`config.mk`:
```
export PLATFORM = sky130hd
export DESIGN_NAME = nta_vel
export DESIGN_NICKNAME = d
export VERILOG_FILES = /design/src/nta_pkg.sv /design/src/nta_vel.sv
export SDC_FILE = /design/constraint.sdc
export NUM_CORES = 2
export LEC_CHECK = 0
export BUFFER_PORTS_ARGS = -buffer_cell sky130_fd_sc_hd__buf_2
export CAP_MARGIN = 10
export CELL_PAD_IN_SITES_DETAIL_PLACEMENT = 1
export CELL_PAD_IN_SITES_GLOBAL_PLACEMENT = 1
export CORE_ASPECT_RATIO = 0.5
export CORE_UTILIZATION = 54
export CTS_CLUSTER_DIAMETER = 60
export CTS_CLUSTER_SIZE = 40
export DETAILED_ROUTE_END_ITERATION = 10
export PLACE_DENSITY_LB_ADDON = 0.1
export REMOVE_ABC_BUFFERS = 1
export SYNTH_ARGS = -nofsm -noshare
export SYNTH_HDL_FRONTEND = slang
export SYNTH_SLANG_ARGS = --single-unit
export TNS_END_PERCENT = 30
```
`constraint.sdc`:
```
create_clock -name i_clk -period 12.1 [get_ports i_clk]
set_input_delay 1.21 -clock i_clk [delete_from_list [all_inputs] [get_ports i_clk]]
set_output_delay 1.21 -clock i_clk [all_outputs]
set_load 0.05 [all_outputs]
```
`src/nta_pkg.sv`:
```
// ----------------------------------------------------------------------------
// nta_pkg
// Shared types, widths and codes for the nearest track association block.
// ----------------------------------------------------------------------------
package nta_pkg;

    localparam int MAX_PREVIOUS = 64;
    localparam int IDX_W        = (MAX_PREVIOUS > 1) ? $clog2(MAX_PREVIOUS) : 1;
    localparam int CNT_W        = $clog2(MAX_PREVIOUS + 1);

    localparam int POS_W  = 24;
    localparam int VEL_W  = 28;
    localparam int CLS_W  = 8;
    localparam int GATE_W = 40;
    localparam int RATE_W = 16;
    localparam int CFG_W  = 40;
    localparam int DIFF_W = POS_W + 1;
    localparam int SQ_W   = 2 * POS_W;
    localparam int SUM_W  = SQ_W + 2;

    localparam logic [GATE_W-1:0] GATE_RESET = GATE_W'(262144);
    localparam logic [RATE_W-1:0] RATE_RESET = RATE_W'(7758);

    localparam logic [1:0] OP_CLEAR  = 2'd0;
    localparam logic [1:0] OP_APPEND = 2'd1;
    localparam logic [1:0] OP_QUERY  = 2'd2;

    localparam logic [1:0] ST_OK      = 2'd0;
    localparam logic [1:0] ST_FULL    = 2'd1;
    localparam logic [1:0] ST_NOMATCH = 2'd2;
    localparam logic [1:0] ST_MATCH   = 2'd3;

    localparam logic CFG_GATE = 1'b0;
    localparam logic CFG_RATE = 1'b1;

    typedef struct packed {
        logic signed [POS_W-1:0] x;
        logic signed [POS_W-1:0] y;
        logic signed [POS_W-1:0] z;
    } t_pos;

    typedef struct packed {
        t_pos             pos;
        logic [CLS_W-1:0] cls;
    } t_entry;

    typedef struct packed {
        logic shift;
        logic load;
    } t_cell_ctl;

    typedef struct packed {
        logic signed [VEL_W-1:0] x;
        logic signed [VEL_W-1:0] y;
        logic signed [VEL_W-1:0] z;
    } t_vel;

endpackage

```
`src/nta_vel.sv`:
```
// ----------------------------------------------------------------------------
// nta_vel
// Velocity and one-frame prediction from the current and matched positions.
// ----------------------------------------------------------------------------
module nta_vel (
    input  logic                       i_clk,
    input  logic                       i_hit,
    input  nta_pkg::t_pos              i_cur,
    input  nta_pkg::t_pos              i_prev,
    input  logic [nta_pkg::RATE_W-1:0] i_rate,
    output nta_pkg::t_vel              o_vel,
    output nta_pkg::t_pos              o_pred
);
    import nta_pkg::*;

    localparam int PROD_W = DIFF_W + RATE_W + 1;
    localparam int PRED_W = POS_W + 2;

    localparam logic signed [PROD_W-1:0] VEL_HI = PROD_W'((64'sd1 <<< (VEL_W - 1)) - 1);
    localparam logic signed [PROD_W-1:0] VEL_LO = PROD_W'(-(64'sd1 <<< (VEL_W - 1)));
    localparam logic signed [PRED_W-1:0] POS_HI = PRED_W'((64'sd1 <<< (POS_W - 1)) - 1);
    localparam logic signed [PRED_W-1:0] POS_LO = PRED_W'(-(64'sd1 <<< (POS_W - 1)));
    localparam logic signed [PROD_W-1:0] HALF   = PROD_W'(128);

    function automatic logic signed [VEL_W-1:0] sat_vel(input logic signed [PROD_W-1:0] p);
        logic signed [PROD_W-1:0] q;
        q = (p + HALF) >>> 8;
        if (q > VEL_HI) begin
            q = VEL_HI;
        end else if (q < VEL_LO) begin
            q = VEL_LO;
        end
        return q[VEL_W-1:0];
    endfunction

    function automatic logic signed [POS_W-1:0] sat_pos(input logic signed [PRED_W-1:0] v);
        logic signed [PRED_W-1:0] q;
        q = v;
        if (q > POS_HI) begin
            q = POS_HI;
        end else if (q < POS_LO) begin
            q = POS_LO;
        end
        return q[POS_W-1:0];
    endfunction

    logic signed [POS_W-1:0]  w_cur  [3];
    logic signed [POS_W-1:0]  w_prev [3];
    logic signed [DIFF_W-1:0] r_d    [3];
    logic signed [PRED_W-1:0] r_pred [3];
    logic signed [PRED_W-1:0] r_pred2[3];
    logic signed [PROD_W-1:0] r_prod [3];
    logic signed [RATE_W:0]   w_rate;

    assign w_cur[0]  = i_cur.x;
    assign w_cur[1]  = i_cur.y;
    assign w_cur[2]  = i_cur.z;
    assign w_prev[0] = i_hit ? i_prev.x : i_cur.x;
    assign w_prev[1] = i_hit ? i_prev.y : i_cur.y;
    assign w_prev[2] = i_hit ? i_prev.z : i_cur.z;
    assign w_rate    = signed'({1'b0, i_rate});

    always_ff @(posedge i_clk) begin
        for (int a = 0; a < 3; a++) begin
            r_d[a]     <= DIFF_W'(w_cur[a]) - DIFF_W'(w_prev[a]);
            r_pred[a]  <= (PRED_W'(w_cur[a]) <<< 1) - PRED_W'(w_prev[a]);
            r_prod[a]  <= r_d[a] * w_rate;
            r_pred2[a] <= r_pred[a];
        end
    end

    assign o_vel.x  = sat_vel(r_prod[0]);
    assign o_vel.y  = sat_vel(r_prod[1]);
    assign o_vel.z  = sat_vel(r_prod[2]);
    assign o_pred.x = sat_pos(r_pred2[0]);
    assign o_pred.y = sat_pos(r_pred2[1]);
    assign o_pred.z = sat_pos(r_pred2[2]);

endmodule
```
**Yosys cells after proc, flatten, opt, wreduce, memory -nomap -nowiden**

Memories as Yosys holds them, arrays and structs flattened.
Cells that the tools add are included.

- Bits in writable memories: 357
- Bits in registers: 0
- Memories: 4
- Input port bits: 162

Memories:

| memory | depth | width | rd ports | clocked after memory_dff | write ports | line | source |
|---|---|---|---|---|---|---|---|
| r_prod | 3 | 42 | 3 | 0 | 3 | nta_vel.sv:52 | `logic signed [PROD_W-1:0] r_prod [3];` |
| r_pred | 3 | 26 | 3 | 0 | 3 | nta_vel.sv:50 | `logic signed [PRED_W-1:0] r_pred [3];` |
| r_pred2 | 3 | 26 | 3 | 0 | 3 | nta_vel.sv:51 | `logic signed [PRED_W-1:0] r_pred2[3];` |
| r_d | 3 | 25 | 3 | 0 | 3 | nta_vel.sv:49 | `logic signed [DIFF_W-1:0] r_d [3];` |

- Magnitude comparators: 12
- Add/sub/neg operators: 9
- Multipliers: 3
- Mux-type cells: 15

Operators with widths:

| operator | count |
|---|---|
| $mux W24 | 9 |
| $mux W28 | 6 |
| $add A42 B9 Y42 const B | 3 |
| $mul A25 B17 Y42 | 3 |
| $gt A34 B28 Y1 const B | 3 |
| $lt A34 B28 Y1 const B | 3 |
| $gt A26 B24 Y1 const B | 3 |
| $lt A26 B24 Y1 const B | 3 |
| $sub A25 B24 Y26 | 3 |
| $sub A24 B24 Y25 | 3 |

**Depth between registers and ports, before layout**

An unclocked memory read counts as a cell.

- Depth after elaboration: 5
- Mapped depth: 27
- Depth with buffers taken out: 24

**Worst setup path before layout**

OpenSTA, ideal clock, no wires.

- Path type: input port to flip-flop
- Start: input port i_rate[8] (netlist bit)
- End: memory r_prod[0][124] (netlist bit)
- Buffers on the path: 2
- Arrival: 7.251 ns
- Cell stages on the path: 25
- Slack: 4.777 ns
- Cells stage by stage: clkbuf_1 > clkbuf_1 > nand2_1 > fa_1 > inv_1 > fa_1 > inv_1 > fa_1 > inv_1 > fa_1 > fa_1 > inv_1 > fa_1 > inv_1 > ha_1 > a21o_1 > a21o_1 > a221oi_1 > and3_1 > nand3_1 > a2111oi_2 > o31ai_2 > a21bo_2 > a21oi_1 > xnor2_1

RTL lines:

| what | line | source |
|---|---|---|
| from (decl) | nta_vel.sv:10 | `input logic [nta_pkg::RATE_W-1:0] i_rate,` |
| to (decl) | nta_vel.sv:52 |  |

==> flow_summary.yaml <==
outcome:
  status: "completed"
floorplan:
  ioPinCount: 318
  rows: 85
  die_w_um: 471
  initial_utilization_pct: 54.8
  die_h_um: 236
  dieArea_sq_um: 111000
  core-area_sq_um: 108000
setup_path:
  crit_fanout: 30
  r2r_setup_slack_ns: 4.14
  crit_path_top_delay_cell: "a211oi_1"
  worstPathArrival_ns: 8.73
  path_cells: "buf_2, buf_4, nand2_1, fa_1, fa_1, inv_1, fa_1, inv_1, fa_1, fa_1, fa_1, inv_1, ha_1, a21oi_1, o21ai_0, a211oi_1, a311oi_2, a21oi_2, o31ai_2, a221oi_1, nand2b_1, a21oi_1, xnor2_1"
  max_stage_delay_ns: 0.66
  start_kind: "input port"
  rr_endpoint: "r_prod[0][124]"
  reg2reg_depth: 23
  crit_top_cell: "fa_1"
  worstSetupPathType: "in2reg"
  critPathBufInv: 5
  rr_startpoint: "r_d[0][55]"
  crit_path_end_kind: "register"
  required_ns: 12.70
  path_delay_family: "adder cells"
clock_tree:
  cts_tree: "built"
  h-tree-depth: 1
  postCtsSetupRepairBufs: 0
  cts_num_sinks: 336
  numCtsBuffers: 28
  clk_pin_slew_ns: 0.09
  cts.path.max_buffers: 3
  postCtsHoldBufs: 0
  cts_resized: 0
  cts-root-buf: "clkbuf_16"
  clk_latency_ns: 0.69
final_layout:
  syn_to_final_growth_pct: 6.74
  stdcell_count: 8272
  nNetsFinal: 8594
  drive_above_1_share_pct: 7.36
  stdcell_area_sq_um: 63300
drt:
  wl_per_cell_um: 22.1
  drtPass1Iterations: 7
  via_count: 46286
  vias_per_cell: 5.60
  drc: 0
  drt-initial-drc-count: 2239
  routed_wl_um: 183000
  detail-route-antenna-nets: 0
sta:
  final-hold-violation-count: 0
  rsz0062_at_grt: "no"
  setup_viol: 0
  max_freq_ghz: 0.123
  fin_crit_ns: 8.13
  worst_pin_slew_ns: 1.26
  finClkSkew_ns: 0.0231
  max-slew-margin-rel_pct: 15.8
  setup_tns_ns: 0
  slew_violations: 0
  fin_crit_sh_pct: 67.2
logic_synthesis:
  synthTopCellsByArea: "fa_1, dfxtp_1, ha_1, inv_1, nand2_1"
  synthMostInstantiatedCell: "inv_1"
  netlist_instances: 6657
  ys_dominant_reg_cell: "dfxtp_1"
  synth_warnings: 0
  synth_common_cells: "inv_1, fa_1, nand2_1"
  async_flop_share_pct: 0
  synth_cell_types: 88
  synth_seq_cells: 336
  netlist_area_sq_um: 59300
  yosys.area.top_type: "fa_1"
  synth_top_area_share_pct: 39.6
  synth_edf_count: 0
  synth_area_per_cell_sq_um: 8.91
  yosysSeqAreaShare_pct: 11.3
global_route:
  busiest_layer: "met2"
  use_met2_pct: 58.8
  grt_max_degree: 76
  first_global_vias: 53846
  antenna_found_initial: 9
  overflow: 0
  grt_first_pass_wirelength_um: 293000
  track_usage_pct: 33.9
  grtUsageMet3_pct: 5.03
  grt_util_met1_pct: 41.8
placement:
  io_buffers: 317
  post-dp-hpwl_um: 145000
  placedInstanceArea_sq_um: 62200
  post-place-cells: 8215
  gp_congestion: 0.915
min_path:
  hold_path_class: "reg2reg"
  hold_depth: 0
  min_to: "r_pred2[0][70]"
  hp-start: "r_pred[0][70]"
run:
  maxCapViolCount: 0
[registers in the layout, summed over array words and instances (netlist names)]
register  flops
r_d          75
r_pred       78
r_pred2      78
r_prod      105
[layout make-up]
class / instances / area (sq um)
diodes: 5 / 12.5
inverters: 1471 / 5520
clock buffers: 31 / 732
well taps: 1435 / 1800
repair buffers: 368 / 2090
multi-input cells: 4607 / 46100
clock inverters: 19 / 332
flip-flops and latches: 336 / 6730
fillers: 12759 / 45000
[stage by stage]
stage / utilization (%) / setup slack, ns / hold WS [ns]
2_1_floorplan: - / 5.32 / 0.310
3_3_place_gp: 57.4 / 3.71 / 0.310
3_5_place_dp: 57.4 / 3.48 / 0.313
4_1_cts: 58.4 / 4.12 / 0.308
5_1_grt: 58.5 / 3.66 / 0.303
6_report: 58.5 / 3.97 / 0.309
[routing by layer]
| metal | vias to the layer above | routed length (um) |
|---|---|---|
| met5 | - | 13 |
| met4 | 2 | 9700 |
| met3 | 472 | 10800 |
| met2 | 1374 | 90000 |
| met1 | 24064 | 72600 |
| li1 | 20374 | - |
[layout by cell type, fill, tap and decap left out, types with 45 or more instances in the layout]
master / Yosys / final
inv_1: 1471 / 1471
fa_1: 1173 / 1173
nand2_1: 836 / 836
and2_1: 483 / 483
ha_1: 447 / 447
dfxtp_1: 336 / 336
nor2_1: 319 / 317
buf_2: 0 / 314
xnor2_1: 193 / 193
o21ai_0: 155 / 155
a21oi_1: 153 / 153
xor2_1: 111 / 111
nand3_1: 78 / 78
mux2i_1: 69 / 69
nor3_1: 56 / 56
a21o_1: 53 / 53
nand2b_1: 49 / 49
buf_4: 0 / 45
[how the worst max path moves through the flow]
stage	start	to	slack, ns	cells past startpoint
finish	i_rate[5]	r_prod[0][82]	3.97	23
global route	i_rate[5]	r_prod[0][82]	3.66	23
CTS	r_d[0][56]	r_prod[0][124]	4.12	23
detailed placement	i_rate[5]	r_prod[0][82]	3.48	23
global placement	i_rate[9]	r_prod[0][124]	3.71	24
floorplan	i_rate[5]	r_prod[0][124]	5.32	22
[logic make-up (layout without fill, tap and decap cells)]
group / Yosys count / after routing / share of synthesized area [%]
DFF: 336 / 336 / 11.3
xor gates and xnor gates: 305 / 305 / 4.52
and+or+nand+nor: 1994 / 1994 / 16.1
muxes: 71 / 71 / 1.20
other: 0 / 5 / 0
AOI/OAI and AO/OA: 617 / 617 / 6.84
buffers and inverters: 1714 / 1889 / 11.0
adders and majority gates: 1620 / 1620 / 49.0
Power is left out: the tool's default activity adds up to more than one toggle a clock period on the data nets, which glitch-free logic cannot reach.
