## src/nta_pkg.sv

```systemverilog
// ----------------------------------------------------------------------------
// nta_pkg
// Shared types, widths and codes for the nearest track association block.
// ----------------------------------------------------------------------------
package nta_pkg;

    localparam int MAX_PREVIOUS = 64;
    localparam int IDX_W        = (MAX_PREVIOUS > 1) ? $clog2(MAX_PREVIOUS) : 1;
    localparam int CNT_W        = $clog2(MAX_PREVIOUS + 1);

    localparam int POS_W  = 24;
    localparam int VEL_W  = 28;
    localparam int CLS_W  = 8;
    localparam int GATE_W = 40;
    localparam int RATE_W = 16;
    localparam int CFG_W  = 40;
    localparam int DIFF_W = POS_W + 1;
    localparam int SQ_W   = 2 * POS_W;
    localparam int SUM_W  = SQ_W + 2;

    localparam logic [GATE_W-1:0] GATE_RESET = GATE_W'(262144);
    localparam logic [RATE_W-1:0] RATE_RESET = RATE_W'(7758);

    localparam logic [1:0] OP_CLEAR  = 2'd0;
    localparam logic [1:0] OP_APPEND = 2'd1;
    localparam logic [1:0] OP_QUERY  = 2'd2;

    localparam logic [1:0] ST_OK      = 2'd0;
    localparam logic [1:0] ST_FULL    = 2'd1;
    localparam logic [1:0] ST_NOMATCH = 2'd2;
    localparam logic [1:0] ST_MATCH   = 2'd3;

    localparam logic CFG_GATE = 1'b0;
    localparam logic CFG_RATE = 1'b1;

    typedef struct packed {
        logic signed [POS_W-1:0] x;
        logic signed [POS_W-1:0] y;
        logic signed [POS_W-1:0] z;
    } t_pos;

    typedef struct packed {
        t_pos             pos;
        logic [CLS_W-1:0] cls;
    } t_entry;

    typedef struct packed {
        logic shift;
        logic load;
    } t_cell_ctl;

    typedef struct packed {
        logic signed [VEL_W-1:0] x;
        logic signed [VEL_W-1:0] y;
        logic signed [VEL_W-1:0] z;
    } t_vel;

endpackage

```

## src/nta_match.sv

```systemverilog
// ----------------------------------------------------------------------------
// nta_match
// Distance gate at the head of the cell row; keeps the first matching entry.
// ----------------------------------------------------------------------------
module nta_match (
    input  logic                          i_clk,
    input  logic                          i_rst_n,
    input  logic                          i_clr,
    input  logic                          i_feed,
    input  nta_pkg::t_entry               i_entry,
    input  nta_pkg::t_pos                 i_cur,
    input  logic [nta_pkg::CLS_W-1:0]     i_cls,
    input  logic [nta_pkg::GATE_W-1:0]    i_gate,
    output logic                          o_hit,
    output nta_pkg::t_pos                 o_prev
);
    import nta_pkg::*;

    // stage a: class test and differences
    logic                     r_a_vld;
    logic signed [DIFF_W-1:0] r_a_dx, r_a_dy, r_a_dz;
    t_pos                     r_a_prev;

    // stage b: squares
    logic                     r_b_vld;
    logic [SQ_W-1:0]          r_b_sqx, r_b_sqy, r_b_sqz;
    t_pos                     r_b_prev;

    logic signed [2*DIFF_W-1:0] w_sqx, w_sqy, w_sqz;
    logic [SUM_W-1:0]           w_sum;
    logic                       w_take;

    logic r_hit;
    t_pos r_prev;

    assign w_sqx = r_a_dx * r_a_dx;
    assign w_sqy = r_a_dy * r_a_dy;
    assign w_sqz = r_a_dz * r_a_dz;

    assign w_sum  = SUM_W'(r_b_sqx) + SUM_W'(r_b_sqy) + SUM_W'(r_b_sqz);
    assign w_take = r_b_vld && !r_hit && (w_sum < SUM_W'(i_gate));

    always_ff @(posedge i_clk) begin
        if (!i_rst_n) begin
            r_a_vld <= 1'b0;
            r_b_vld <= 1'b0;
            r_hit   <= 1'b0;
        end else begin
            r_a_vld <= i_feed && (i_entry.cls == i_cls);
            r_b_vld <= r_a_vld;
            if (i_clr) begin
                r_hit <= 1'b0;
            end else if (w_take) begin
                r_hit <= 1'b1;
            end
        end
    end

    always_ff @(posedge i_clk) begin
        r_a_dx   <= DIFF_W'(i_cur.x) - DIFF_W'(i_entry.pos.x);
        r_a_dy   <= DIFF_W'(i_cur.y) - DIFF_W'(i_entry.pos.y);
        r_a_dz   <= DIFF_W'(i_cur.z) - DIFF_W'(i_entry.pos.z);
        r_a_prev <= i_entry.pos;
        r_b_sqx  <= w_sqx[SQ_W-1:0];
        r_b_sqy  <= w_sqy[SQ_W-1:0];
        r_b_sqz  <= w_sqz[SQ_W-1:0];
        r_b_prev <= r_a_prev;
        if (w_take) begin
            r_prev <= r_b_prev;
        end
    end

    assign o_hit  = r_hit;
    assign o_prev = r_prev;

endmodule

```

## config.mk

```make
export PLATFORM = sky130hd
export DESIGN_NAME = nta_match
export DESIGN_NICKNAME = d
export VERILOG_FILES = /design/src/nta_pkg.sv /design/src/nta_match.sv
export SDC_FILE = /design/constraint.sdc
export NUM_CORES = 2
export LEC_CHECK = 0
export BUFFER_PORTS_ARGS = -buffer_cell sky130_fd_sc_hd__buf_2
export CORE_MARGIN = 2
export CORE_UTILIZATION = 60
export DETAILED_ROUTE_END_ITERATION = 8
export GPL_TIMING_DRIVEN = 0
export PLACE_DENSITY = 0.76
export REMOVE_ABC_BUFFERS = 1
export SLEW_MARGIN = 20
export SYNTH_ARGS = -nofsm -noshare
export SYNTH_HDL_FRONTEND = slang
export SYNTH_SLANG_ARGS = --single-unit
export TNS_END_PERCENT = 5
```

## constraint.sdc

```tcl
create_clock -name i_clk -period 7.96 [get_ports i_clk]
set_input_delay 0.796 -clock i_clk [delete_from_list [all_inputs] [get_ports i_clk]]
set_output_delay 0.796 -clock i_clk [all_outputs]
set_load 0.02 [all_outputs]
```

After elaboration in Yosys (flattened, before gate mapping)
Cells that the tools add are included.
W data, S select, Z words.
Operators by class
  add/subtract/negate cells: 5
  multipliers: 3
  order comparisons: 1
  equality and inequality tests: 1
  bitwise gates (word level): 1
  reduce and logical (&&, ||, !) cells: 5
Operators with widths (number)
  $mul A25 B25 Y48: 3
  $sub A24 B24 Y25: 3
  $add A49 B48 Y50: 1
  $lt A50 B40 Y1: 1
  $add A48 B48 Y49: 1
  $eq A8 B8 Y1: 1
  $logic_and A1 B1 Y1: 3
  $reduce_or A2 Y1: 1
  $logic_not A1 Y1: 1
  $not A1 Y1: 1
Word-level totals
  bits in registers: 438
  input port bits: 204
  output and inout bits: 73
  logic and storage cells: 34

Logic depth before layout (Yosys ltp)
  depth in word-level cells: 4
  gate-level depth with buffers: 30
  depth with buffers taken out: 28

Worst setup path after synthesis
Ideal clock, no wire load.
  kind: reg2reg
  from: register r_a_dx[15]
  to: register r_b_sqx[32]
  arrival time: 7.102 ns
  required time: 7.888 ns
  slack: 0.786 ns
  stages on the path, launching flop included: 29
  buffers on the path: 1
  cells stage by stage: dfxtp_1 -> clkbuf_1 -> nand2_1 -> fa_1 -> inv_1 -> fa_1 -> inv_1 -> fa_1 -> inv_1 -> fa_1 -> inv_1 -> fa_1 -> inv_1 -> fa_1 -> inv_1 -> fa_1 -> inv_1 -> ha_1 -> and3_1 -> nand2_1 -> or4b_2 -> nor2_1 -> nor3_1 -> o31ai_1 -> a211oi_1 -> nor2_1 -> nor4_1 -> o21bai_1 -> xor2_1
On the way
  word-level cells in the longest chain between the ends: 1
RTL lines
  start: declaration: RTL line nta_match.sv:21  | logic signed [DIFF_W-1:0] r_a_dx, r_a_dy, r_a_dz;
  start signal: assignment: RTL line nta_match.sv:60  | r_a_dx <= DIFF_W'(i_cur.x) - DIFF_W'(i_entry.pos.x);
  $mul A25 B25 Y48: RTL line nta_match.sv:36  | assign w_sqx = r_a_dx * r_a_dx;
  via w_sqx[32]: RTL line nta_match.sv:29  | logic signed [2*DIFF_W-1:0] w_sqx, w_sqy, w_sqz;
  end signal: assignment: RTL line nta_match.sv:64  | r_b_sqx <= w_sqx[SQ_W-1:0];
  end: declaration: RTL line nta_match.sv:26  | logic [SQ_W-1:0] r_b_sqx, r_b_sqy, r_b_sqz;
The timed path passes the listed nets, and every way through them passes these cells.
A chain may end at the register's enable or synchronous reset.

Worst setup path in the final report
  from: register r_a_dx[11]
  to: register r_b_sqx[41]
Same word-level chain as after synthesis.

==> flow_metrics.tcl <==
set metrics [dict create \
    synth_top_area_share_pct 47.2 \
    initial_utilization_pct 60.6 \
    cts.hold.buffers_added 0 \
    rsz0062_at_grt "yes" \
    finalWirelength_um 187000 \
    holdCritStartpoint "i_entry[48]" \
    min_period_ns 7.84 \
    fin_crit_sh_pct 98.5 \
    outcome "finished clean" \
    critical-path-top-delay-family "adder cells" \
    final_core_util_pct 65.3 \
    yosys_warnings 0 \
    crit_top_cell "fa_1" \
    synthFlopType "dfxtp_1" \
    clk_latency_ns 0.67 \
    grt_max_degree 48 \
    cts.sinks 435 \
    cp.arrival_ns 8.35 \
    htreeDepth 2 \
    finalHoldViolations 0 \
    synth_area_mm2 0.0775 \
    async_flop_share_pct 0 \
    placementRows 131 \
    drive_gt1_share_pct 7.52 \
    viasPerCell 5.43 \
    cap_violations 0 \
    cts_tree "done" \
    synth_most_common_cell "inv_1" \
    critical_path_class "flop to flop" \
    path_buf_inv 6 \
    fin_setup_tns_ns 0 \
    die_h_um 363 \
    skew_ns 0.0488 \
    drtAntennaViolNets 0 \
    grt_use_total_pct 29.6 \
    synth_common_cells "inv_1 (2226), fa_1 (1825), nand2_1 (628), ha_1 (600), dfxtp_1 (363)" \
    clk_path_buf_depth 3 \
    grt_pass1_vias 59400 \
    required_ns 8.47 \
    vias 53200 \
    dp_hpwl_um 149000 \
    core_area_mm2 0.128 \
    fillers 9971 \
    min_path_type "input port to flop" \
    fin_nets 10700 \
    min_to "r_a_prev[40]" \
    end_kind "flop" \
    drt_iter0_drc 3344 \
    slew_viol_final 0 \
    port_buffers 276 \
    yosysTopAreaCell "fa_1" \
    ys_types 85 \
    area_growth_pct 7.74 \
    syn_inst 7858 \
    synthTopCellsByArea "fa_1 (47%), inv_1 (11%), ha_1 (9.7%), dfxtp_1 (9.4%), nand2_1 (3.0%)" \
    reg2reg_depth 26 \
    firstDrtPassIters 6 \
    antenna_found_initial 7 \
    worstSetupStartpointType "flop" \
    place_worst_setup_slack_ns -1.66 \
    routabilityCongestion 0.923 \
    grt_overflow 0 \
    synth_area_per_cell_um2 9.86 \
    fmax_mhz 127 \
    crit_path_max_fanout 7 \
    worst_pin_slew_ns 1.09 \
    cts-root-buf "clkbuf_16" \
    rrSetupSlack_ns 0.12 \
    cts.reportedPaths.clkPinSlew_ns 0.07 \
    drc 0 \
    relSlewSlack_pct 25.7 \
    ios 277 \
    cts_made_buffers 51 \
    hold_path_depth 1 \
    die-area_mm2 0.132 \
    r2r-start "r_a_dx[11]" \
    yosysSeqAreaShare_pct 12.2 \
    grt_pass1_wl_um 304000 \
    critPathMaxStageDelay_ns 0.54 \
    post_drt_wl_per_cell_um 19.1 \
    cpMaxStageDelayCell "fa_1" \
    synth_seq_cells 435 \
    setup_slack_ns 0.116 \
    worst_r2r_endpoint "r_b_sqx[41]" \
    synth_edf_count 72 \
    setup_viol 0 \
    die_width_um 363 \
]
worst reg2reg max path, stage by stage (launching register included):
cell        delay [ns]
dfxtp_4           0.48
clkinvlp_4        0.17
buf_4             0.18
nor2_1            0.17
fa_1              0.49
fa_1              0.53
inv_1             0.06
fa_1              0.49
fa_1              0.54
inv_1             0.06
fa_1              0.52
fa_1              0.50
inv_1             0.06
fa_1              0.52
inv_1             0.06
ha_1              0.37
and2_1            0.17
nand2_1           0.07
or3_4             0.36
a211oi_4          0.24
o21a_1            0.24
o2111ai_2         0.20
a21oi_2           0.26
o221ai_4          0.21
o21ai_0           0.23
a21oi_1           0.10
xnor2_1           0.43
cells in the final DEF (no fill, tap or decap), types with 8 or more instances in the layout:
cell type,instances
buf_2,276
o21a_1,59
and3_1,25
nor4_1,11
or2_2,14
buf_4,40
a21oi_1,205
a31oi_1,20
clkinvlp_4,13
nand3_1,53
a211oi_1,27
nand2b_1,56
o21bai_1,27
nand2_1,627
xor2_1,68
and2_1,361
dfxtp_1,288
buf_6,18
or3_1,19
dfxtp_4,63
inv_1,2218
clkbuf_16,51
clkinv_2,9
o21ai_0,111
o211ai_1,13
nor2b_1,76
ha_1,596
nor3_1,44
nor2_1,232
xnor2_1,219
nand4_1,27
buf_12,9
a211o_1,9
a21o_1,110
edfxtp_1,72
a21boi_0,12
fa_1,1823
o31ai_1,8
dfxtp_2,12
worst max-delay path by stage:
| stage | end | slack (ns) | startpoint | cells after the start |
|---|---|---|---|---|
| final | r_b_sqx[41] | 0.12 | r_a_dx[11] | 26 |
| after global routing | r_b_sqx[47] | -0.09 | r_a_dx[3] | 25 |
| after CTS | r_b_sqx[47] | -0.07 | r_a_dx[11] | 26 |
| after detailed placement | r_b_sqx[47] | -1.66 | r_a_dx[4] | 24 |
| after global placement | r_b_sqx[47] | -1.64 | r_a_dx[20] | 24 |
| after floorplan | r_b_sqz[47] | 0.73 | r_a_dz[24] | 23 |
layer usage:
layer  share of wire [%]  GRT usage [%]  wire length, µm
met2                  49           49.3            90800
met4                 5.1           13.1             9490
met3                 8.5           6.44            15800
met1                  38           37.1            70800
met5               0.024              0               44
per-stage QoR:
| step | instances | instance area (µm²) | hold WS, ns |
|---|---|---|---|
| 2_1_floorplan | 7674 | 76800 | 0.310 |
| 3_3_place_gp | 9612 | 80200 | 0.310 |
| 3_5_place_dp | 9618 | 80400 | 0.312 |
| 4_1_cts | 9747 | 82800 | 0.192 |
| 5_1_grt | 9787 | 83500 | 0.212 |
| 6_report | 9791 | 83500 | 0.241 |
kinds of logic after synthesis:
kind of cell,Yosys count,share of synthesized area (%)
adder cells (fa/ha/maj),2425,56.9
XOR/XNOR,294,3.32
other,2,0.00969
multiplexers,6,0.0791
AND/OR/NAND/NOR,1584,9.94
AO/OA/AOI/OAI,699,5.93
flip-flops,435,12.2
buffers and inverters,2413,11.7
registers in the layout, summed over array words and instances, names as in the netlist:
register	cells
r_a_dz	25
r_b_sqy	47
r_b_vld	1
o_hit	1
r_a_prev	72
r_a_dy	25
o_prev	72
r_b_sqx	47
r_a_dx	25
r_b_prev	72
r_b_sqz	47
r_a_vld	1
area by class of cell:
type / instances / area (µm²) / share of cell area [%]
Clock buffer: 59 / 1370 / 1.64
Timing Repair Buffer: 356 / 2290 / 2.75
Antenna cell: 4 / 10.0 / 0.0120
Inverter: 2228 / 8400 / 10.1
Clock inverter: 36 / 359 / 0.430
Multi-Input combinational cell: 5011 / 59300 / 71.0
Sequential cell: 435 / 9680 / 11.6
Tap cell: 1662 / 2080 / 2.49
what timing repair did:
item,in CTS,in global routing
gates resized for setup,101,55
setup endpoints to repair,67,31
pin swaps,2,9
cloned,0,0
setup buffers,34,40
Power is left out: the tool's default activity adds up to more than one toggle a clock period on the data nets, which glitch-free logic cannot reach.
