===== src/nta_pkg.sv =====
// ----------------------------------------------------------------------------
// nta_pkg
// Shared types, widths and codes for the nearest track association block.
// ----------------------------------------------------------------------------
package nta_pkg;

    localparam int MAX_PREVIOUS = 64;
    localparam int IDX_W        = (MAX_PREVIOUS > 1) ? $clog2(MAX_PREVIOUS) : 1;
    localparam int CNT_W        = $clog2(MAX_PREVIOUS + 1);

    localparam int POS_W  = 24;
    localparam int VEL_W  = 28;
    localparam int CLS_W  = 8;
    localparam int GATE_W = 40;
    localparam int RATE_W = 16;
    localparam int CFG_W  = 40;
    localparam int DIFF_W = POS_W + 1;
    localparam int SQ_W   = 2 * POS_W;
    localparam int SUM_W  = SQ_W + 2;

    localparam logic [GATE_W-1:0] GATE_RESET = GATE_W'(262144);
    localparam logic [RATE_W-1:0] RATE_RESET = RATE_W'(7758);

    localparam logic [1:0] OP_CLEAR  = 2'd0;
    localparam logic [1:0] OP_APPEND = 2'd1;
    localparam logic [1:0] OP_QUERY  = 2'd2;

    localparam logic [1:0] ST_OK      = 2'd0;
    localparam logic [1:0] ST_FULL    = 2'd1;
    localparam logic [1:0] ST_NOMATCH = 2'd2;
    localparam logic [1:0] ST_MATCH   = 2'd3;

    localparam logic CFG_GATE = 1'b0;
    localparam logic CFG_RATE = 1'b1;

    typedef struct packed {
        logic signed [POS_W-1:0] x;
        logic signed [POS_W-1:0] y;
        logic signed [POS_W-1:0] z;
    } t_pos;

    typedef struct packed {
        t_pos             pos;
        logic [CLS_W-1:0] cls;
    } t_entry;

    typedef struct packed {
        logic shift;
        logic load;
    } t_cell_ctl;

    typedef struct packed {
        logic signed [VEL_W-1:0] x;
        logic signed [VEL_W-1:0] y;
        logic signed [VEL_W-1:0] z;
    } t_vel;

endpackage


===== src/nta_cell.sv =====
// ----------------------------------------------------------------------------
// nta_cell
// One stored previous object; loads on append, takes its neighbor's on shift.
// ----------------------------------------------------------------------------
module nta_cell (
    input  logic               i_clk,
    input  nta_pkg::t_cell_ctl i_ctl,
    input  nta_pkg::t_entry    i_load_data,
    input  nta_pkg::t_entry    i_shift_data,
    output nta_pkg::t_entry    o_entry
);
    import nta_pkg::*;

    t_entry r_entry;
    t_entry n_entry;

    always_comb begin
        n_entry = r_entry;
        if (i_ctl.load) begin
            n_entry = i_load_data;
        end else if (i_ctl.shift) begin
            n_entry = i_shift_data;
        end
    end

    always_ff @(posedge i_clk) begin
        r_entry <= n_entry;
    end

    assign o_entry = r_entry;

endmodule


===== config.mk =====
export PLATFORM = sky130hd
export DESIGN_NAME = nta_cell
export DESIGN_NICKNAME = d
export VERILOG_FILES = /design/src/nta_pkg.sv /design/src/nta_cell.sv
export SDC_FILE = /design/constraint.sdc
export NUM_CORES = 1
export LEC_CHECK = 0
export ABC_AREA = 1
export BUFFER_PORTS_ARGS = -buffer_cell sky130_fd_sc_hd__buf_2
export CORE_AREA = 2 2 95 97
export CTS_CLUSTER_SIZE = 8
export DETAILED_ROUTE_END_ITERATION = 6
export DIE_AREA = 0 0 97 99
export PLACE_DENSITY = 0.79
export SYNTH_ARGS = -nofsm -noshare
export SYNTH_HDL_FRONTEND = slang
export SYNTH_SLANG_ARGS = --single-unit

===== constraint.sdc =====
create_clock -name i_clk -period 3.2 [get_ports i_clk]
set_input_delay 0.16 -clock i_clk [delete_from_list [all_inputs] [get_ports i_clk]]
set_output_delay 0.16 -clock i_clk [all_outputs]
set_load 0.01 [all_outputs]

======== Yosys cells after proc, flatten, opt, wreduce, memory -nomap -nowiden ========
Cells that the tools add are included.
storage, ports and cells
  bits in registers ....................... 80
  input bits .............................. 163
  output and inout port bits .............. 80
  word-level logic and storage cells ...... 7
cells by class
  multiplexer cells ....................... 2
  reduce and logical (&&, ||, !) cells .... 1
operators by type and width
  kind                count
  two-way mux 80 bit  2
  nonzero test 2 bit  1

======== Longest topological paths before layout ========
Gate-level depths: netlist of run 1.
  depth after elaboration ................. 2
  mapped depth ............................ 5
  gate-level depth less buffers ........... 3

======== Worst setup path after synthesis of run 1 ========
Ideal clock, no wire load.
  path kind ............................... input -> register
  start point ............................. in i_ctl[0] (netlist name)
  end point ............................... reg r_entry (netlist bit o_entry[0]), enable pin
  setup time .............................. 0.404 ns
  arrival ................................. 1.303 ns
  required time ........................... 2.796 ns
  path slack .............................. 1.493 ns
  stages on the path ...................... 2
  path buffers ............................ 1
  cells stage by stage .................... buf_6 -> or2_2
on the way
  longest elaborated chain between the ends .. 1
ends and longest elaborated chain
  item                                 RTL line        RTL
  from (decl)                          nta_cell.sv:7   input nta_pkg::t_cell_ctl i_ctl,
  nonzero test 2 bit (no source line)  n/a
  to (signal assigned)                 nta_cell.sv:27  r_entry <= n_entry;
  to (decl)                            nta_cell.sv:14  t_entry r_entry;
No other way between the ends.
A chain may end at the register's enable or synchronous reset.

==> flow_metrics.tcl, run 1 <==
set metrics [dict create \
    status "complete, no violations" \
    synth_top_area_cell "edfxtp_1" \
    setup_tns_ns 0 \
    die_w_um 97 \
    diodes 0 \
    cts_root_buf "clkbuf_8" \
    cts-htree-levels 3 \
    crit_start "i_ctl[0]" \
    final-hold-violation-count 0 \
    clk_pin_slew_worst_paths_ns 0.08 \
    rsz0062_at_grt "no" \
    post-place-ws_ns 1.334 \
    drt-initial-drc-count 75 \
    path_cells "buf_2, buf_4, inv_6, nand2_1, nand2_1" \
    end_kind "flip-flop" \
    portBuffers 242 \
    fin_util_pct 57.67 \
    dp.final_hpwl_mm 6.618 \
    synth-seq-cells 80 \
    cp-start-kind "input port" \
    rows 34 \
    die_area_um2 9603 \
    synth_area_leaders "edfxtp_1, nand2_1, buf_6" \
    slowest_stage "buf_4" \
    grt_max_degree 82 \
    coreArea_um2 8551 \
    peakVddDrop_v 0.0002313 \
    grt_antenna_before_repair 0 \
    dr.pass1.iters 5 \
    synth.avg_cell_area_um2 10.21 \
    area_growth_pct 42.53 \
    fp.dieH_um 99 \
    drc_errors 0 \
    wl_per_cell_um 12.99 \
    maxSlewViolCount 0 \
    io_pins 243 \
    fmax_mhz 658.9 \
    powerDensity_nw_per_um2 526.7 \
    critPathCapture "o_entry[38]$_DFFE_PP_" \
    cts_tree "done" \
    synth_area_um2 3460 \
    drt-vias-per-instance 4.532 \
    fillerInstances 773 \
    synth_fp_nets 502 \
    max_stage_delay_ns 0.59 \
    cts-hold-fix-buffers 0 \
    wl_mm 8.962 \
    grt_usage_pct 18.55 \
    grt_overflow_total 0 \
    clock-sinks 80 \
    cp.arrival_ns 1.62 \
    cts_buffer_depth 2 \
    fin_ws_ns 1.682 \
    fin_nets 740 \
    yosys_warnings 0 \
    finalSetupViolCount 0 \
    crit_path_frequent_cell "nand2_1" \
    maxCapViolations 0 \
    ys_seq_area_share_pct 69.44 \
    drive_gt1_share_pct 44.67 \
    cts_buffers 9 \
    power.total_w 0.002597 \
    worst_pin_slew_ns 0.8209 \
    postCtsSetupBuffers 0 \
    p_leak_nw 2.621 \
    grt_pass1_vias 3054 \
    fin_crit_sh_pct 47.43 \
    crit_fanout 81 \
    vias 3127 \
    cp.required_ns 3.30 \
    ant_nets 0 \
    hp-class "in2reg" \
    holdWs_ns 0.07946 \
    largest_reg_flops 80 \
    max_slew_margin_pct 45.27 \
    initial_core_util_pct 40.46 \
    finalCriticalPeriod_ns 1.518 \
    synth_cell_types 6 \
    cts_resized 0 \
    gp_congestion 0.8082 \
    synthCells 339 \
    crit_type "in2reg" \
    synth_top_area_share_pct 69.44 \
    grt_first_pass_wirelength_mm 14.06 \
]
## power by group
| part | internal [W] | switching (W) | leakage [nW] |
|---|---|---|---|
| sequential | 0.00129 | 0.0000271 | 0.824 |
| combinational | 0.000182 | 0.000231 | 1.69 |
| clock | 0.000519 | 0.000353 | 0.110 |
| total | 0.00199 | 0.000611 | 2.62 |
## worst max-delay path: cells and delay by family
kind	cells	cell delay (ns)
buffers and inverters	3	1.07
and+or+nand+nor	2	0.24
## worst min path at each step
stage                     start  slack [ns]  cells past startpoint                     to
2_1_floorplan   i_shift_data[0]        0.34                      2   o_entry[0]$_DFFE_PP_
3_3_place_gp   i_shift_data[21]        0.42                      3  o_entry[21]$_DFFE_PP_
3_5_place_dp   i_shift_data[10]        0.43                      3  o_entry[10]$_DFFE_PP_
4_1_cts        i_shift_data[28]        0.06                      3  o_entry[28]$_DFFE_PP_
5_1_grt         i_load_data[56]        0.05                      3  o_entry[56]$_DFFE_PP_
6_report       i_shift_data[28]        0.08                      3  o_entry[28]$_DFFE_PP_
## synth_stat cells
library cell / n
nand2_1: 240
buf_6: 9
edfxtp_1: 80
buf_2: 8
inv_6: 1
or2_2: 1
## metrics by stage
stage	std cells	instance area [um2]
after floorplan	339	3460
after CTS	690	4931
final	690	4931
after global routing	690	4931
after detailed placement	674	4695
after global placement	674	4695
## cell usage in the layout (no fill, tap or decap), drive strengths merged
cell	Yosys	layout
buf	17	244
nand2	240	240
edfxtp	80	80
clkbuf	0	11
bufinv	0	3
clkinvlp	0	2
inv	1	1
or2	1	1
## cell type report
cell class | instances | area [um2] | area share, %
clock buffers | 11 | 131.4 | 2.664
clock inverters | 5 | 105.1 | 2.131
multi-input cells | 241 | 909.6 | 18.45
well taps | 108 | 135.1 | 2.740
inverters | 1 | 8.758 | 0.1776
flip-flops and latches | 80 | 2402 | 48.72
repair buffers | 244 | 1239 | 25.12
## cells by family (layout without fill, tap and decap cells)
| logic type | Yosys count | after routing | share of synthesized area, % |
|---|---|---|---|
| AND/OR/NAND/NOR | 241 | 241 | 26.22 |
| flip-flops | 80 | 80 | 69.44 |
| buffers and inverters | 18 | 261 | 4.340 |
## layer usage
| metal | GRT usage [%] | share of wire (%) | wire, um |
|---|---|---|---|
| met1 | 19.82 | 38 | 3412 |
| met5 | 0 | 0 | 0 |
| met2 | 34.19 | 52 | 4704 |
| met4 | 4.659 | 0.99 | 89 |
| met3 | 7.518 | 8.4 | 756 |
Note: power is estimated with default switching activity, not from simulation.
==> run 2, diff against run 1 <==
==> config.mk (replaced) <==
export PLATFORM = sky130hd
export DESIGN_NAME = nta_cell
export DESIGN_NICKNAME = d
export VERILOG_FILES = /design/src/nta_pkg.sv /design/src/nta_cell.sv
export SDC_FILE = /design/constraint.sdc
export NUM_CORES = 1
export LEC_CHECK = 0
export ABC_AREA = 0
export BUFFER_PORTS_ARGS = -buffer_cell sky130_fd_sc_hd__buf_2
export CORE_UTILIZATION = 38
export CTS_CLUSTER_SIZE = 8
export DETAILED_ROUTE_END_ITERATION = 6
export PLACE_DENSITY = 0.76
export SYNTH_ARGS = -nofsm -noshare
export SYNTH_HDL_FRONTEND = slang
export SYNTH_SLANG_ARGS = --single-unit
==> constraint.sdc (replaced) <==
create_clock -name i_clk -period 1.3 [get_ports i_clk]
set_input_delay 0.065 -clock i_clk [delete_from_list [all_inputs] [get_ports i_clk]]
set_output_delay 0.065 -clock i_clk [all_outputs]
set_load 0.01 [all_outputs]
==> run 2 against run 1 <==
Net effect:
- global-route usage down 1.8 points
- flip-flop and latch count did not move
- first-iteration DRC count decreased by 45%
- clock power up 100%
- sequential share of layout area down 8.0 points
- final cell count decreased by 9.7%
- critical endpoint is now o_entry[52]
==> flow_metrics.tcl, run 2 <==
set metrics [dict create \
    synth_fp_nets 333 \
    maxCapViolations 0 \
    p_leak_nw 2.840 \
    fmax_mhz 1039 \
    crit_type "reg2out" \
    cts_resized 0 \
    layout_commonest_cell "buf_2" \
    io_pins 243 \
    cts_root_buf "clkbuf_8" \
    diodes 0 \
    area_growth_pct 56.31 \
    postCtsSetupBuffers 0 \
    worst_pin_slew_ns 0.2781 \
    path_buf_inv 1 \
    max_slew_margin_pct 81.46 \
    rows 36 \
    clkPwrFrac_pct 27.9 \
    wl_per_cell_um 15.36 \
    cts_buffer_depth 2 \
    maxSlewViolCount 0 \
    dp.final_hpwl_mm 6.325 \
    finalCriticalPeriod_ns 0.9625 \
    drc_errors 0 \
    wl_mm 9.568 \
    p_sw_share_pct 23.77 \
    synthCells 170 \
    cts_buffers 9 \
    drt-initial-drc-count 41 \
    synth_top_area_cell "edfxtp_1" \
    dr.pass1.iters 4 \
    status "complete, no violations" \
    crit_fanout 1 \
    fin_nets 648 \
    die_w_um 101.7 \
    powerDensity_nw_per_um2 1074 \
    cts-hold-fix-buffers 42 \
    setup_tns_ns 0 \
    cp-start-kind "flip-flop" \
    fillerInstances 739 \
    synth-seq-cells 80 \
    post-place-ws_ns 0.1283 \
    coreArea_um2 9684 \
    grt_max_degree 43 \
    fin_crit_sh_pct 74.04 \
    hp-class "in2reg" \
    synth_edf_count 80 \
    final-hold-violation-count 0 \
    fin_ws_ns 0.3375 \
    grt_pass1_vias 2758 \
    switchingPower_w 0.001507 \
    grt_antenna_before_repair 0 \
    crit_family "flip-flops" \
    die_area_um2 10340 \
    ys_async_sr_fraction_pct 0 \
    grt_first_pass_wirelength_mm 12.78 \
    slowest_stage "edfxtp_1" \
    cts_tree "done" \
    largest_reg_flops 80 \
    ant_nets 0 \
    finalSetupViolCount 0 \
    seqPwrFrac_pct 51.0 \
    clk_pin_slew_worst_paths_ns 0.08 \
    yosys_most_used_dff "edfxtp_1" \
    multiInputGateArea_um2 1206 \
    rsz0062_at_grt "no" \
    max_stage_delay_ns 0.40 \
    path_cells "buf_2" \
    synth_most_common_cell "edfxtp_1" \
    drt-vias-per-instance 4.506 \
    portBuffers 242 \
    ys_seq_area_share_pct 63.60 \
    synth.avg_cell_area_um2 22.22 \
    cp.required_ns 1.24 \
    yosys_warnings 0 \
    ff_latch_area_um2 2402 \
    final_cell_mix "buf_2, edfxtp_1, mux2_4, dlygate4sd3_1, buf_4" \
    fp.dieH_um 101.7 \
    initial_core_util_pct 39.01 \
    vias 2807 \
    gp_congestion 0.7078 \
    drive_gt1_share_pct 71.63 \
    internal_power_w 0.004835 \
    end_kind "output pin" \
    clock-sinks 80 \
    ys_top_cells_by_count "edfxtp_1, mux2_4, buf_12" \
    synth_area_leaders "edfxtp_1, mux2_4, buf_12" \
    grt_usage_pct 16.79 \
    synth_area_um2 3777 \
    p_comb_share_pct 21.1 \
    synth_cell_types 6 \
    peakVddDrop_v 0.0005463 \
    synth_top_area_share_pct 63.60 \
    cp.arrival_ns 0.90 \
    cts-htree-levels 3 \
    hp-start "i_shift_data[62]" \
    grt_overflow_total 0 \
    crit_start "o_entry[52]$_DFFE_PP_" \
]
## run 2: cell types whose count changed in the layout (fill, tap and decap cells not counted), moves of 2 or more
cell	delta
nand2_1	-240
bufinv_16	-2
dlygate4sd3_1	+58
buf_4	+9
clkinv_2	+3
buf_12	+3
mux2_4	+79
## run 2: cell families after synthesis
group	Yosys count	synth area share, %
AND/OR/NAND/NOR	1	0.1657
buffers and inverters	9	4.538
flip-flops	80	63.60
multiplexers	80	31.70
## run 2: area by class of cell
cell class / count / area share (%)
clock buffer: 10 / 2.161
sequential: 80 / 40.69
multi-input combinational: 81 / 20.43
tap: 133 / 2.818
clock inverter: 6 / 1.017
timing repair buffer: 313 / 32.89
## run 2: power groups by stage
stage          logic (W)  clock network (W)  registers [W]
2_1_floorplan   0.000470                  0        0.00346
3_3_place_gp     0.00117                  0        0.00328
3_5_place_dp     0.00120                  0        0.00329
4_1_cts          0.00130            0.00183        0.00323
5_1_grt          0.00143            0.00193        0.00326
6_report         0.00134            0.00177        0.00323
## run 2: final timing paths
check               endpoint  slack [ns]  depth (start not counted)
max              o_entry[52]        0.34                          1
min    o_entry[62]$_DFFE_PP_        0.02                          2
## run 2: per-layer routing
metal,vias to the layer above,track usage [%],wire length [um]
li1,1294,-,-
met1,1320,16.39,3253
met2,162,30.41,5218
met3,31,4.969,692
met4,0,11.59,402
met5,-,0,0
## run 2: stage by stage
stage / area (um2) / util, % / total power, W / hold WS (ns) / cells
floorplan: 3789 / - / 0.003927 / 0.2825 / 170
global placement: 5136 / 53.04 / 0.004453 / 0.3645 / 549
detailed placement: 5136 / 53.04 / 0.004489 / 0.3682 / 549
CTS: 5744 / 59.32 / 0.006365 / 0.0003168 / 607
global route: 5904 / 60.97 / 0.006625 / 0.0002772 / 623
finish: 5904 / 60.97 / 0.006343 / 0.01856 / 623
==> run 3, diff against run 2 <==
--- a/config.mk
+++ b/config.mk
@@ -5,9 +5,9 @@
 export SDC_FILE = /design/constraint.sdc
 export NUM_CORES = 1
 export LEC_CHECK = 0
-export ABC_AREA = 0
+export ABC_AREA = 1
 export BUFFER_PORTS_ARGS = -buffer_cell sky130_fd_sc_hd__buf_2
-export CORE_UTILIZATION = 38
+export CORE_UTILIZATION = 37
 export CTS_CLUSTER_SIZE = 8
 export DETAILED_ROUTE_END_ITERATION = 6
 export PLACE_DENSITY = 0.76
==> constraint.sdc (replaced) <==
create_clock -name i_clk -period 0.8 [get_ports i_clk]
set_input_delay 0.04 -clock i_clk [delete_from_list [all_inputs] [get_ports i_clk]]
set_output_delay 0.04 -clock i_clk [all_outputs]
set_load 0.01 [all_outputs]
==> run 3 against run 2 <==
Net effect:
- the flow now stops in clock tree synthesis (4_1_cts)
- synthesized cell count is 99% higher
- area after synthesis fell by 8.4%
==> flow_metrics.tcl, run 3 <==
set metrics [dict create \
    cts-hold-fix-buffers 140 \
    ys_top_cells_by_count "nand2_1, edfxtp_1, buf_6" \
    stop_error "[ERROR RSZ-0060] Max buffer count reached." \
    synth_most_common_cell "nand2_1" \
    synthCells 339 \
    synth_fp_nets 502 \
    cts_resized 0 \
    rows 34 \
    synth_top_area_share_pct 69.44 \
    yosys_most_used_dff "edfxtp_1" \
    portBuffers 242 \
    synth_edf_count 80 \
    cts_buffers 9 \
    cts_buffer_depth 2 \
    initial_core_util_pct 38.91 \
    io_pins 243 \
    fp.dieH_um 98.70 \
    cts_root_buf "clkbuf_8" \
    synth-seq-cells 80 \
    synth_top_area_cell "edfxtp_1" \
    synth_area_um2 3460 \
    ys_async_sr_fraction_pct 0 \
    stop_stage "clock tree synthesis (4_1_cts)" \
    dp.final_hpwl_mm 6.672 \
    synth.avg_cell_area_um2 10.21 \
    gp_congestion 0.7556 \
    synth_area_leaders "edfxtp_1, nand2_1, buf_6" \
    postCtsSetupBuffers 0 \
    yosys_warnings 0 \
    synth_cell_types 6 \
    clock-sinks 80 \
    ys_seq_area_share_pct 69.44 \
    status "did not finish" \
    die_w_um 98.70 \
    cts-htree-levels 3 \
]
==> run 3: changes by cell type after synthesis <==
cell     change
or2_2        +1
mux2_4      -79
nand2_1    +240
buf_6        +8
inv_6        +1
or2_1        -1
mux2_2       -1
buf_2        +8
buf_12       -8
==> run 3: cells by family after synthesis <==
| logic type | after synthesis | synth area share [%] |
|---|---|---|
| flops | 80 | 69.44 |
| buf+inv | 18 | 4.340 |
| simple gates | 241 | 26.22 |
==> run 3: through the flow <==
step	cells	hold WS (ns)	area (um2)	setup TNS [ns]	setup slack, ns
2_1_floorplan	339	0.2186	3466	-30.28	-0.3785
3_3_place_gp	679	0.3017	4757	-17.59	-0.1495
3_5_place_dp	679	0.3064	4757	-21.13	-0.1654
==> run 4, diff against run 3 <==
--- a/config.mk
+++ b/config.mk
@@ -7,10 +7,9 @@
 export LEC_CHECK = 0
 export ABC_AREA = 1
 export BUFFER_PORTS_ARGS = -buffer_cell sky130_fd_sc_hd__buf_2
-export CORE_UTILIZATION = 37
-export CTS_CLUSTER_SIZE = 8
+export CORE_UTILIZATION = 40
 export DETAILED_ROUTE_END_ITERATION = 6
-export PLACE_DENSITY = 0.76
+export PLACE_DENSITY_LB_ADDON = 0.15
 export SYNTH_ARGS = -nofsm -noshare
 export SYNTH_HDL_FRONTEND = slang
 export SYNTH_SLANG_ARGS = --single-unit
==> constraint.sdc (replaced) <==
create_clock -name i_clk -period 1 [get_ports i_clk]
set_input_delay 0.05 -clock i_clk [delete_from_list [all_inputs] [get_ports i_clk]]
set_output_delay 0.05 -clock i_clk [all_outputs]
set_load 0.01 [all_outputs]
==> run 4 against run 3 <==
Net effect:
- the flow again stops in clock tree synthesis (4_1_cts)
- area after synthesis unchanged
- synthesized cell count unchanged
==> flow_metrics.tcl, run 4 <==
set metrics [dict create \
    cts_buffers 9 \
    synth-seq-cells 80 \
    place_area_um2 4726 \
    postCtsSetupBuffers 0 \
    yosys_warnings 0 \
    post-place-ws_ns -0.01732 \
    fp.dieH_um 95 \
    stop_error "[ERROR RSZ-0060] Max buffer count reached." \
    synth_area_leaders "edfxtp_1, nand2_1, buf_6" \
    synth_top_area_share_pct 69.44 \
    ys_top_cells_by_count "nand2_1, edfxtp_1, buf_6" \
    synth_fp_nets 502 \
    rows 33 \
    cts-htree-levels 3 \
    dp.final_hpwl_mm 6.675 \
    yosys_most_used_dff "edfxtp_1" \
    io_pins 243 \
    initial_core_util_pct 41.69 \
    synth_cell_types 6 \
    clock-sinks 80 \
    synth_top_area_cell "edfxtp_1" \
    cts_resized 0 \
    cts_buffer_depth 2 \
    status "did not finish" \
    synth_edf_count 80 \
    synth_most_common_cell "nand2_1" \
    synthCells 339 \
    gp_congestion 0.7193 \
    cts-hold-fix-buffers 139 \
    ys_async_sr_fraction_pct 0 \
    portBuffers 242 \
    die_w_um 95 \
    stop_stage "clock tree synthesis (4_1_cts)" \
    ys_seq_area_share_pct 69.44 \
    synth_area_um2 3460 \
    synth.avg_cell_area_um2 10.21 \
    cts_root_buf "clkbuf_8" \
]
-- run 4: cell counts after synthesis --
Identical to the previous run, type by type.
-- run 4: cell families after synthesis --
logic type	synth area share [%]
simple gates	26.22
buf+inv	4.340
flops	69.44
-- run 4: metrics by stage --
stage,cells,hold slack [ns],setup TNS (ns),utilization (%)
floorplan,339,0.2286,-15.08,-
global placement,674,0.3116,0,56.94
detailed placement,674,0.3147,-0.5246,56.94
